File: src/fir_filter_programmable_taps_top_assert.svh
// assertion macros shared by the fir filter rtl
`ifndef FIR_FILTER_PROGRAMMABLE_TAPS_TOP_ASSERT_SVH
`define FIR_FILTER_PROGRAMMABLE_TAPS_TOP_ASSERT_SVH

// same-cycle implication, checked on every rising edge outside reset
`define FIRPT_ASSERT_NOW(label, ante, cons, msg) \
    label: assert property (@(posedge clk) disable iff (!rst_n) (ante) |-> (cons)) \
        else $error(msg);

// next-cycle implication, checked on every rising edge outside reset
`define FIRPT_ASSERT_NEXT(label, ante, cons, msg) \
    label: assert property (@(posedge clk) disable iff (!rst_n) (ante) |=> (cons)) \
        else $error(msg);

`endif

File: src/firpt_ram.sv
// generic single-write, single-read synchronous ram with registered read data
module firpt_ram #(
    parameter int DEPTH = 256,
    parameter int WIDTH = 16
) (
    input  logic                                      clk,
    input  logic                                      we,
    input  logic [((DEPTH > 1) ? $clog2(DEPTH) : 1)-1:0] waddr,
    input  logic [WIDTH-1:0]                          wdata,
    input  logic                                      re,
    input  logic [((DEPTH > 1) ? $clog2(DEPTH) : 1)-1:0] raddr,
    output logic [WIDTH-1:0]                          rdata
);

    logic [WIDTH-1:0] mem [DEPTH];

    always_ff @(posedge clk)
    begin
        if (we)
        begin
            mem[waddr] <= wdata;
        end
    end

    always_ff @(posedge clk)
    begin
        if (re)
        begin
            rdata <= mem[raddr];
        end
    end

endmodule

File: config.mk
export PLATFORM = sky130hd
export DESIGN_NAME = firpt_ram
export DESIGN_NICKNAME = d
export VERILOG_FILES = /design/src/fir_filter_programmable_taps_top_assert.svh /design/src/firpt_ram.sv
export SDC_FILE = /design/constraint.sdc
export NUM_CORES = 2
export LEC_CHECK = 0
export ABC_AREA = 1
export BUFFER_PORTS_ARGS = -buffer_cell sky130_fd_sc_hd__buf_2
export CAP_MARGIN = 20
export CORE_MARGIN = 1
export CORE_UTILIZATION = 30
export DETAILED_ROUTE_END_ITERATION = 7
export PLACE_DENSITY = 0.43
export SYNTH_ARGS = -nofsm -noshare
export SYNTH_HDL_FRONTEND = slang
export SYNTH_SLANG_ARGS = --single-unit
File: constraint.sdc
create_clock -name clk -period 2.45 [get_ports clk]
set_clock_uncertainty 0.2 [all_clocks]
set_input_delay 0.1225 -clock clk [delete_from_list [all_inputs] [get_ports clk]]
set_output_delay 0.1225 -clock clk [all_outputs]
set_load 0.1 [all_outputs]
==> results.sh <==
export IMPL_p_int_mw=119
export IMPL_num_rows=272
export IMPL_antenna_found_initial=50
export IMPL_synth_top_area_share_pct=74.4
export IMPL_numCtsBuffers=447
export IMPL_vias=110000
export IMPL_violations="setup timing"
export IMPL_numClockSinks=4112
export IMPL_power_switching_share_pct=23.7
export IMPL_grt_pass1_vias=105000
export IMPL_tightest_slew_ns=1.13
export IMPL_final_cell_mix="nand2_1 (4194), edfxtp_1 (4112), nand3_1 (3994)"
export IMPL_synth_compound_area_share_pct=0
export IMPL_final_common_cell="nand2_1"
export IMPL_grt_overflow=0
export IMPL_gp_congestion=0.823
export IMPL_die_area_mm2=0.556
export IMPL_syn_inst=13600
export IMPL_wl_met2_um=267000
export IMPL_port_buffers=50
export IMPL_tns_ns=-0.436
export IMPL_wl_per_cell_um=26.2
export IMPL_cap_violations=0
export IMPL_wl_met3_um=31100
export IMPL_yosysSeqAreaShare_pct=74.4
export IMPL_fmaxAchievable_mhz=388
export IMPL_slowest_stage="edfxtp_1"
export IMPL_critical_path_required_ns=2.13
export IMPL_cp_slowest_stage_delay_ns=0.92
export IMPL_drt_initial_drc_count=10600
export IMPL_area_delta_synth_final_pct=21.1
export IMPL_hp_class="in2reg"
export IMPL_cts_root_buffer="clkbuf_16"
export IMPL_comb_power_share_pct=7.4
export IMPL_wirelength_um=579000
export IMPL_htreeDepth=5
export IMPL_p_leak_nw=70.4
export IMPL_synthTopCellsByArea="edfxtp_1 (74%), nand3_1 (12%), nand2_1 (9.5%)"
export IMPL_syn_area_mm2=0.166
export IMPL_ir_drop_mv=0.607
export IMPL_top_layer_used="met5"
export IMPL_finalCriticalPeriod_ns=2.58
export IMPL_clkTransAtPathRegs_ns=0.06
export IMPL_crit_type="reg2out"
export IMPL_die_x_um=746
export IMPL_hpwl_um=355000
export IMPL_finalWorstSetupSlack_ns=-0.130
export IMPL_synth_xor_xnor_area_share_pct=0
export IMPL_synth_top_family_by_area="simple AND/OR/NAND/NOR gates"
export IMPL_cts_buffer_depth=4
export IMPL_slew_headroom_pct=24.7
export IMPL_setup_viol=8
export IMPL_synthAdderAreaFrac_pct=0
export IMPL_drcViolationCount=0
export IMPL_synth_fp_nets=13700
export IMPL_synth_top_area_cell="edfxtp_1"
export IMPL_ys_warn_count=0
export IMPL_p_seq_share_pct=49.6
export IMPL_fin_crit_sh_pct=105
export IMPL_p_clk_share_pct=43.0
export IMPL_endpoint_kind="output port"
export IMPL_grt_max_degree=100
export IMPL_final_hold_violation_count=0
export IMPL_status="finished, violations left"
export IMPL_grt_usage_pct=20.2
export IMPL_utilization_pct=36.5
export IMPL_clock_latency_ns=1.05
export IMPL_core_area_mm2=0.550
export IMPL_tritoncts="built"
export IMPL_synth_distinct_cells=14
export IMPL_final_nets=14500
export IMPL_critPathTopFamily="flip-flops"
export IMPL_io_pins=51
export IMPL_muxShareOfSynthArea_pct=0
export IMPL_die_h_um=746
export IMPL_syn_avg_cell_area_um2=12.2
export IMPL_nFillCells=53100
export IMPL_vias_per_cell=4.98
export IMPL_path_cells="buf_12"
export IMPL_crit_fanout=1
export IMPL_synthSimpleGateAreaFrac_pct=22.3
export IMPL_path_buf_inv=1
export IMPL_ant_nets=0
export IMPL_switchingPower_mw=37.2
export IMPL_initial_core_util_pct=30.2
export IMPL_wl_met1_um=267000
export IMPL_ys_ff_latch=4112
export IMPL_drive_above_1_share_pct=13.9
export IMPL_slew_viol_final=0
export IMPL_place_ws_ns=-1.50
export IMPL_grt_pass1_wl_um=819000
export IMPL_p_total_mw=157
export IMPL_startpoint_type="register"
export IMPL_arrival_ns=2.26
export IMPL_rsz0062_at_grt="yes"
export IMPL_dr_pass1_iters=6
export IMPL_power_density_mw_per_mm2=780
-- sequential cells by signal, summed over array words and instances, names as in the netlist --
register	cells
mem	4096
rdata	16
-- layer usage --
layer / vias to the layer above / global-route usage [%]
met5: - / 0
li1: 50500 / -
met3: 623 / 2.36
met4: 2 / 4.80
met2: 3165 / 32.1
met1: 55900 / 29.4
-- cell type report --
cell class                      instances  area, um2  area share (%)
Sequential cell                      4112     123000            61.5
Multi-Input combinational cell       8529      37500            18.7
Timing Repair Buffer                 1334      16100            8.03
Clock buffer                          549      11700            5.82
Tap cell                             7261       9080            4.52
Clock inverter                        285       2680            1.34
Inverter                               39        200          0.0997
Antenna cell                           13       32.5          0.0162
-- cell families (layout without fill, tap and decap cells) --
group                  after synthesis  in the layout
DFF                               4112           4112
and+or+nand+nor                   8529           8529
buffers and inverters              976           2207
other                                0             13
-- stage by stage --
| stage | instances | hold WS, ns | instance area [um2] |
|---|---|---|---|
| final | 22100 | 0.0275 | 201000 |
| after global routing | 22100 | 0.0253 | 201000 |
| after CTS | 22100 | 0.00470 | 201000 |
| after detailed placement | 21200 | 0.277 | 185000 |
| after global placement | 21200 | 0.274 | 185000 |
| after floorplan | 13600 | 0.0214 | 166000 |
-- repair_timing --
action / 4_1_cts / 5_1_grt
hold endpoints to repair: 7588 / 66
hold buffers: 59 / 1
pin swaps: 0 / 0
buffers inserted: 0 / 0
endpoints found under the setup margin: 24 / 100
resized for setup: 79 / 23
-- synthesized netlist by cell type --
library cell	n
nand2_1	4211
edfxtp_1	4112
nand3_1	4035
buf_2	495
nor2_1	283
buf_4	163
clkbuf_1	154
buf_1	70
buf_6	53
inv_1	35
inv_2	2
inv_4	2
buf_12	1
buf_8	1
-- power groups by stage --
stage / registers (mW) / clock network, mW / logic (mW)
floorplan: 79.3 / 0 / 4.79
global placement: 79.2 / 0 / 11.4
detailed placement: 79.2 / 0 / 11.4
CTS: 77.7 / 68.6 / 11.6
global route: 77.7 / 71.1 / 12.3
finish: 77.7 / 67.3 / 11.6
-- worst paths after layout --
path | depth (start not counted) | to | start | slack, ns
max | 1 | rdata[14] | rdata[14] | -0.13
min | 3 | mem[82][15] | wdata[15] | 0.03
max reg2reg | 10 | rdata[0] | mem[245][0] | -0.01
min reg2reg | 10 | rdata[7] | mem[224][7] | 0.88
No activity file was read; power rests on OpenSTA's default activity.
