File: src/fir_filter_programmable_taps_top_assert.svh
// assertion macros shared by the fir filter rtl
`ifndef FIR_FILTER_PROGRAMMABLE_TAPS_TOP_ASSERT_SVH
`define FIR_FILTER_PROGRAMMABLE_TAPS_TOP_ASSERT_SVH

// same-cycle implication, checked on every rising edge outside reset
`define FIRPT_ASSERT_NOW(label, ante, cons, msg) \
    label: assert property (@(posedge clk) disable iff (!rst_n) (ante) |-> (cons)) \
        else $error(msg);

// next-cycle implication, checked on every rising edge outside reset
`define FIRPT_ASSERT_NEXT(label, ante, cons, msg) \
    label: assert property (@(posedge clk) disable iff (!rst_n) (ante) |=> (cons)) \
        else $error(msg);

`endif

File: src/firpt_pkg.sv
// package: constants, payload types and control struct of the fir filter
package firpt_pkg;

    localparam int MAX_TAPS     = 256;
    localparam int SAMPLE_WIDTH = 16;
    localparam int COEFF_WIDTH  = 16;

    localparam int ADDR_W   = (MAX_TAPS > 1) ? $clog2(MAX_TAPS) : 1;
    localparam int TAP_W    = $clog2(MAX_TAPS + 1);
    localparam int ACC_FULL = SAMPLE_WIDTH + COEFF_WIDTH + TAP_W;
    localparam int ACC_W    = (ACC_FULL > 64) ? 64 : ACC_FULL;

    localparam int TAP_COUNT_W  = 9;
    localparam int CFG_DATA_W   = 9;
    localparam int CFG_INDEX_W  = 1;
    localparam int COEFF_IDX_W  = 8;

    // register indexes
    localparam logic [CFG_INDEX_W-1:0] CFG_TAP_COUNT   = 1'b0;
    localparam logic [CFG_INDEX_W-1:0] CFG_PASSTHROUGH = 1'b1;

    // item actions
    localparam logic ACT_FILTER = 1'b0;
    localparam logic ACT_LOAD   = 1'b1;

    typedef struct packed {
        logic                           action;
        logic signed [SAMPLE_WIDTH-1:0] sample_in;
        logic [COEFF_IDX_W-1:0]         coeff_index;
        logic signed [COEFF_WIDTH-1:0]  coeff_value;
    } fir_in_t;

    typedef struct packed {
        logic signed [SAMPLE_WIDTH-1:0] filtered_out;
        logic signed [SAMPLE_WIDTH-1:0] passthrough_out;
    } fir_out_t;

    typedef struct packed {
        logic start;   // clear accumulator
        logic mul_en;  // memory read data valid, register product
        logic acc_en;  // product register valid, accumulate
    } mac_ctrl_t;

endpackage

File: src/firpt_mac.sv
// shared multiply-accumulate unit with rounding and saturation to the sample format
module firpt_mac import firpt_pkg::*; (
    input  logic                           clk,
    input  logic                           rst_n,
    input  mac_ctrl_t                      ctrl,
    input  logic [SAMPLE_WIDTH-1:0]        sample_rd,
    input  logic [COEFF_WIDTH-1:0]         coeff_rd,
    output logic signed [SAMPLE_WIDTH-1:0] result
);

    localparam int PW = SAMPLE_WIDTH + COEFF_WIDTH;
    localparam int QW = ACC_W - COEFF_WIDTH + 1;
    localparam logic signed [ACC_W-1:0] RND = ACC_W'(1) << (COEFF_WIDTH - 2);

    logic signed [PW-1:0]    prod_reg;
    logic signed [ACC_W-1:0] acc_reg;
    logic signed [ACC_W-1:0] acc_next;
    logic signed [ACC_W-1:0] rounded;
    logic signed [QW-1:0]    q;

    // add with saturation at the accumulator limits
    function automatic logic signed [ACC_W-1:0] sat_add(
        input logic signed [ACC_W-1:0] a,
        input logic signed [ACC_W-1:0] b
    );
        logic signed [ACC_W:0] s;
        begin
            s = {a[ACC_W-1], a} + {b[ACC_W-1], b};
            if (s[ACC_W] != s[ACC_W-1])
            begin
                sat_add = s[ACC_W] ? {1'b1, {(ACC_W-1){1'b0}}} : {1'b0, {(ACC_W-1){1'b1}}};
            end
            else
            begin
                sat_add = s[ACC_W-1:0];
            end
        end
    endfunction

    always_ff @(posedge clk)
    begin
        if (ctrl.mul_en)
        begin
            prod_reg <= $signed(sample_rd) * $signed(coeff_rd);
        end
    end

    always_comb
    begin
        acc_next = acc_reg;
        if (ctrl.start)
        begin
            acc_next = '0;
        end
        else if (ctrl.acc_en)
        begin
            acc_next = sat_add(acc_reg, ACC_W'(prod_reg));
        end
    end

    always_ff @(posedge clk or negedge rst_n)
    begin
        if (!rst_n)
        begin
            acc_reg <= '0;
        end
        else
        begin
            acc_reg <= acc_next;
        end
    end

    // round half up, floor shift, clamp to the sample range
    always_comb
    begin
        rounded = sat_add(acc_reg, RND);
        q       = rounded[ACC_W-1:COEFF_WIDTH-1];
        if (q[QW-1:SAMPLE_WIDTH-1] == {(QW-SAMPLE_WIDTH+1){q[QW-1]}})
        begin
            result = q[SAMPLE_WIDTH-1:0];
        end
        else
        begin
            result = q[QW-1] ? {1'b1, {(SAMPLE_WIDTH-1){1'b0}}}
                             : {1'b0, {(SAMPLE_WIDTH-1){1'b1}}};
        end
    end

endmodule

File: config.mk
export PLATFORM = sky130hd
export DESIGN_NAME = firpt_mac
export DESIGN_NICKNAME = d
export VERILOG_FILES = /design/src/fir_filter_programmable_taps_top_assert.svh /design/src/firpt_pkg.sv /design/src/firpt_mac.sv
export SDC_FILE = /design/constraint.sdc
export NUM_CORES = 1
export LEC_CHECK = 0
export BUFFER_PORTS_ARGS = -buffer_cell sky130_fd_sc_hd__clkbuf_2
export CAP_MARGIN = 20
export CORE_MARGIN = 2
export CORE_UTILIZATION = 45
export DETAILED_ROUTE_END_ITERATION = 8
export SYNTH_ARGS = -nofsm -noshare
export SYNTH_HDL_FRONTEND = slang
export SYNTH_SLANG_ARGS = --single-unit
File: constraint.sdc
create_clock -name clk -period 7.8 [get_ports clk]
set_input_delay 1.56 -clock clk [delete_from_list [all_inputs] [get_ports clk]]
set_output_delay 1.56 -clock clk [all_outputs]
set_load 0.02 [all_outputs]
==> flow_metrics.py <==
metrics = {
    "status": {
        "status": "completed",
    },
    "finish": {
        "diodes": 0,
        "syn_to_final_growth_pct": 7.67,
        "largest_reg_flops": 41,
        "fillers": 3194,
        "final_nets": 2123,
        "postLayoutCoreUtil_pct": 49.1,
        "drive_gt1_share_pct": 7.16,
    },
    "cts": {
        "cts.sinks": 73,
        "clkTransAtPathRegs_ns": 0.06,
        "htree_num_levels": 3,
        "cts-root-buf": "clkbuf_16",
        "cts_tree": "done",
        "cts_made_buffers": 9,
        "clk_path_buf_depth": 2,
        "cts_setup_buffers": 0,
        "clk_latency_ns": 0.34,
    },
    "global_route": {
        "grt_pass1_vias": 11968,
        "grt_pass1_wl_mm": 61.8,
        "grt_max_degree": 42,
        "overflow": 0,
        "grt_antenna_before_repair": 0,
        "grt_use_total_pct": 21.5,
    },
    "sta": {
        "fin_tns_setup_ns": 0,
        "tightest_slew_ns": 1.02,
        "skew_ns": 0.0156,
        "setup_viol_count_final": 0,
        "holdWs_ns": 0.521,
        "min_period_ns": 7.38,
        "slew_violations": 0,
        "maxSlewHeadroom_pct": 32.0,
        "rsz0062_at_grt": "no",
        "max_freq_ghz": 0.136,
        "finalHoldViolations": 0,
        "period_share_pct": 94.6,
        "setup_slack_ns": 0.424,
    },
    "floorplanning": {
        "ioPinCount": 53,
        "fp.coreArea_sq_um": 33500,
        "dieArea_sq_um": 35500,
        "die_y_microns": 188,
        "die_w_microns": 188,
        "rows": 67,
        "initial_core_util_pct": 45.6,
    },
    "synth": {
        "synthXorXnorAreaFrac_pct": 5.10,
        "yosys.area_share.simple_pct": 14.4,
        "syn_avg_cell_area_sq_um": 9.21,
        "ys_warn_count": 0,
        "synthAdderAreaFrac_pct": 44.6,
        "ys_top_cells_by_area": "fa_1 (34%), ha_1 (10%), inv_1 (7.9%)",
        "ys.flop_type": "dfrtp_1",
        "seq_area_frac_synth_pct": 13.0,
        "muxShareOfSynthArea_pct": 0.139,
        "synth_cells": 1660,
        "synth_enable_flop_cells": 32,
        "synth_seq_cells": 73,
        "synth-compound-area-share_pct": 13.1,
        "yosysTopAreaCellShare_pct": 34.4,
        "netlist_area_sq_um": 15300,
        "synth_top_family_by_area": "adder cells",
        "synthArstFlopShare_pct": 56.2,
        "synth_fp_nets": 2084,
        "synth_area_leader_cell": "fa_1",
        "synth_cell_types": 67,
    },
    "route": {
        "vias": 11297,
        "drcViolationCount": 0,
        "drt_iter0_drc": 617,
        "drt.antenna.violating_nets": 0,
        "viasPerCell": 5.25,
        "first_pass_iters": 5,
        "wl_per_cell_microns": 16.8,
        "totalWireLength_mm": 36.1,
    },
    "worst_setup_path": {
        "r2r_end": "acc_reg[11]",
        "worst-setup-path-type": "in2reg",
        "critPathLaunch": "coeff_rd[4]",
        "crit_path_end_kind": "flip-flop",
        "path_max_fanout": 16,
        "rrSetupSlack_ns": 3.56,
        "regToRegStartpoint": "prod_reg[0]",
        "critPathCapture": "prod_reg[30]",
        "r2r_cells": 11,
        "cp-start-kind": "input port",
        "cp.arrival_ns": 7.45,
        "crit_required_ns": 7.88,
    },
    "job": {
        "drv_cap": 0,
    },
    "placement": {
        "pre_cts_ws_ns": 0.0220,
        "port_buffers": 52,
        "gp_congestion": 0.901,
        "dp_hpwl_mm": 30.3,
    },
    "min_path": {
        "hold_class": "reg2reg",
    },
}
## synth_stat cells, drive strengths merged (3+ instances only)
cell	instances
nand4	14
dfrtp	41
and2	128
o21bai	9
o41ai	4
nor4	3
clkbuf	52
fa	263
or3	3
o21ai	56
ha	124
a31o	4
a211oi	9
and3	15
a21boi	3
nor2b	6
o2111ai	3
a31oi	11
nand2	151
xnor2	63
a221o	39
inv	320
o31ai	5
a211o	4
o211ai	3
a21oi	76
nor3	17
edfxtp	32
buf	10
nand2b	13
nand3	29
a21o	40
xor2	26
o21a	8
nor2	52
## placed cells by master (no fill, tap or decap), drive strengths merged, types with 15 or more instances in the layout
master,netlist,routed
buf,10,38
edfxtp,32,32
a21oi,76,76
a21o,40,40
xnor2,63,63
clkbuf,52,65
nor2,52,52
and2,128,128
dfrtp,41,41
xor2,26,26
nor3,17,17
o21ai,56,56
a221o,39,39
inv,320,320
fa,263,263
nand2,151,151
and3,15,15
nand3,29,29
ha,124,124
## per-layer routing
metal / track usage (%) / vias up / wire (microns)
met3: 3.11 / 52 / 1600
met2: 35.6 / 258 / 16800
li1: - / 5421 / -
met1: 29.7 / 5566 / 16800
met5: 0 / - / 0
met4: 5.83 / 0 / 883
## final cells by class
class	instances	area (sq um)	share of cell area [%]
well taps	448	561	3.40
clock inverters	3	43.8	0.266
multi-input cells	1203	11800	71.9
inverters	322	1210	7.37
clock buffers	13	283	1.72
flip-flops and latches	73	1990	12.1
repair buffers	90	546	3.31
## critical path, cell delays in order
cell and delay (ns):
clkbuf_2 0.22, and2_1 0.25, fa_1 0.53, inv_1 0.05
fa_1 0.46, fa_1 0.49, fa_1 0.50, inv_1 0.06
fa_1 0.53, inv_1 0.05, fa_1 0.52, inv_1 0.04
ha_1 0.35, a21o_1 0.19, a31o_1 0.23, nor2_1 0.12
o21ai_1 0.08, a31oi_1 0.23, o2111ai_1 0.19, o211ai_1 0.17
o31ai_1 0.14, o41ai_1 0.36, xnor2_1 0.12
## cells by family after synthesis
group	Yosys count
AOI/OAI and AO/OA	287
xor gates and xnor gates	89
adders and majority gates	387
buffers and inverters	384
DFF	73
muxes	2
and+or+nand+nor	438
## what timing repair did
action | in CTS | in global routing
endpoints found under the hold margin | 0 | 0
resized for setup | 0 | 1
hold buffers | 0 | 0
setup endpoints to repair | 0 | 1
## through the flow
step,cell area (sq um),cells
4_1_cts,16500,2152
3_5_place_dp,16100,2136
2_1_floorplan,15300,1660
5_1_grt,16500,2152
6_report,16500,2152
3_3_place_gp,16100,2136
## worst min path at each step
stage                 from     endpoint  cells after the start
6_report       acc_reg[12]  acc_reg[12]                      1
5_1_grt         acc_reg[0]   acc_reg[0]                      1
4_1_cts         acc_reg[6]   acc_reg[6]                      1
3_5_place_dp    acc_reg[0]   acc_reg[0]                      1
3_3_place_gp    acc_reg[0]   acc_reg[0]                      1
2_1_floorplan   acc_reg[0]   acc_reg[0]                      1
Power is left out: the tool's default activity adds up to more than one toggle a clock period on the data nets, which glitch-free logic cannot reach.
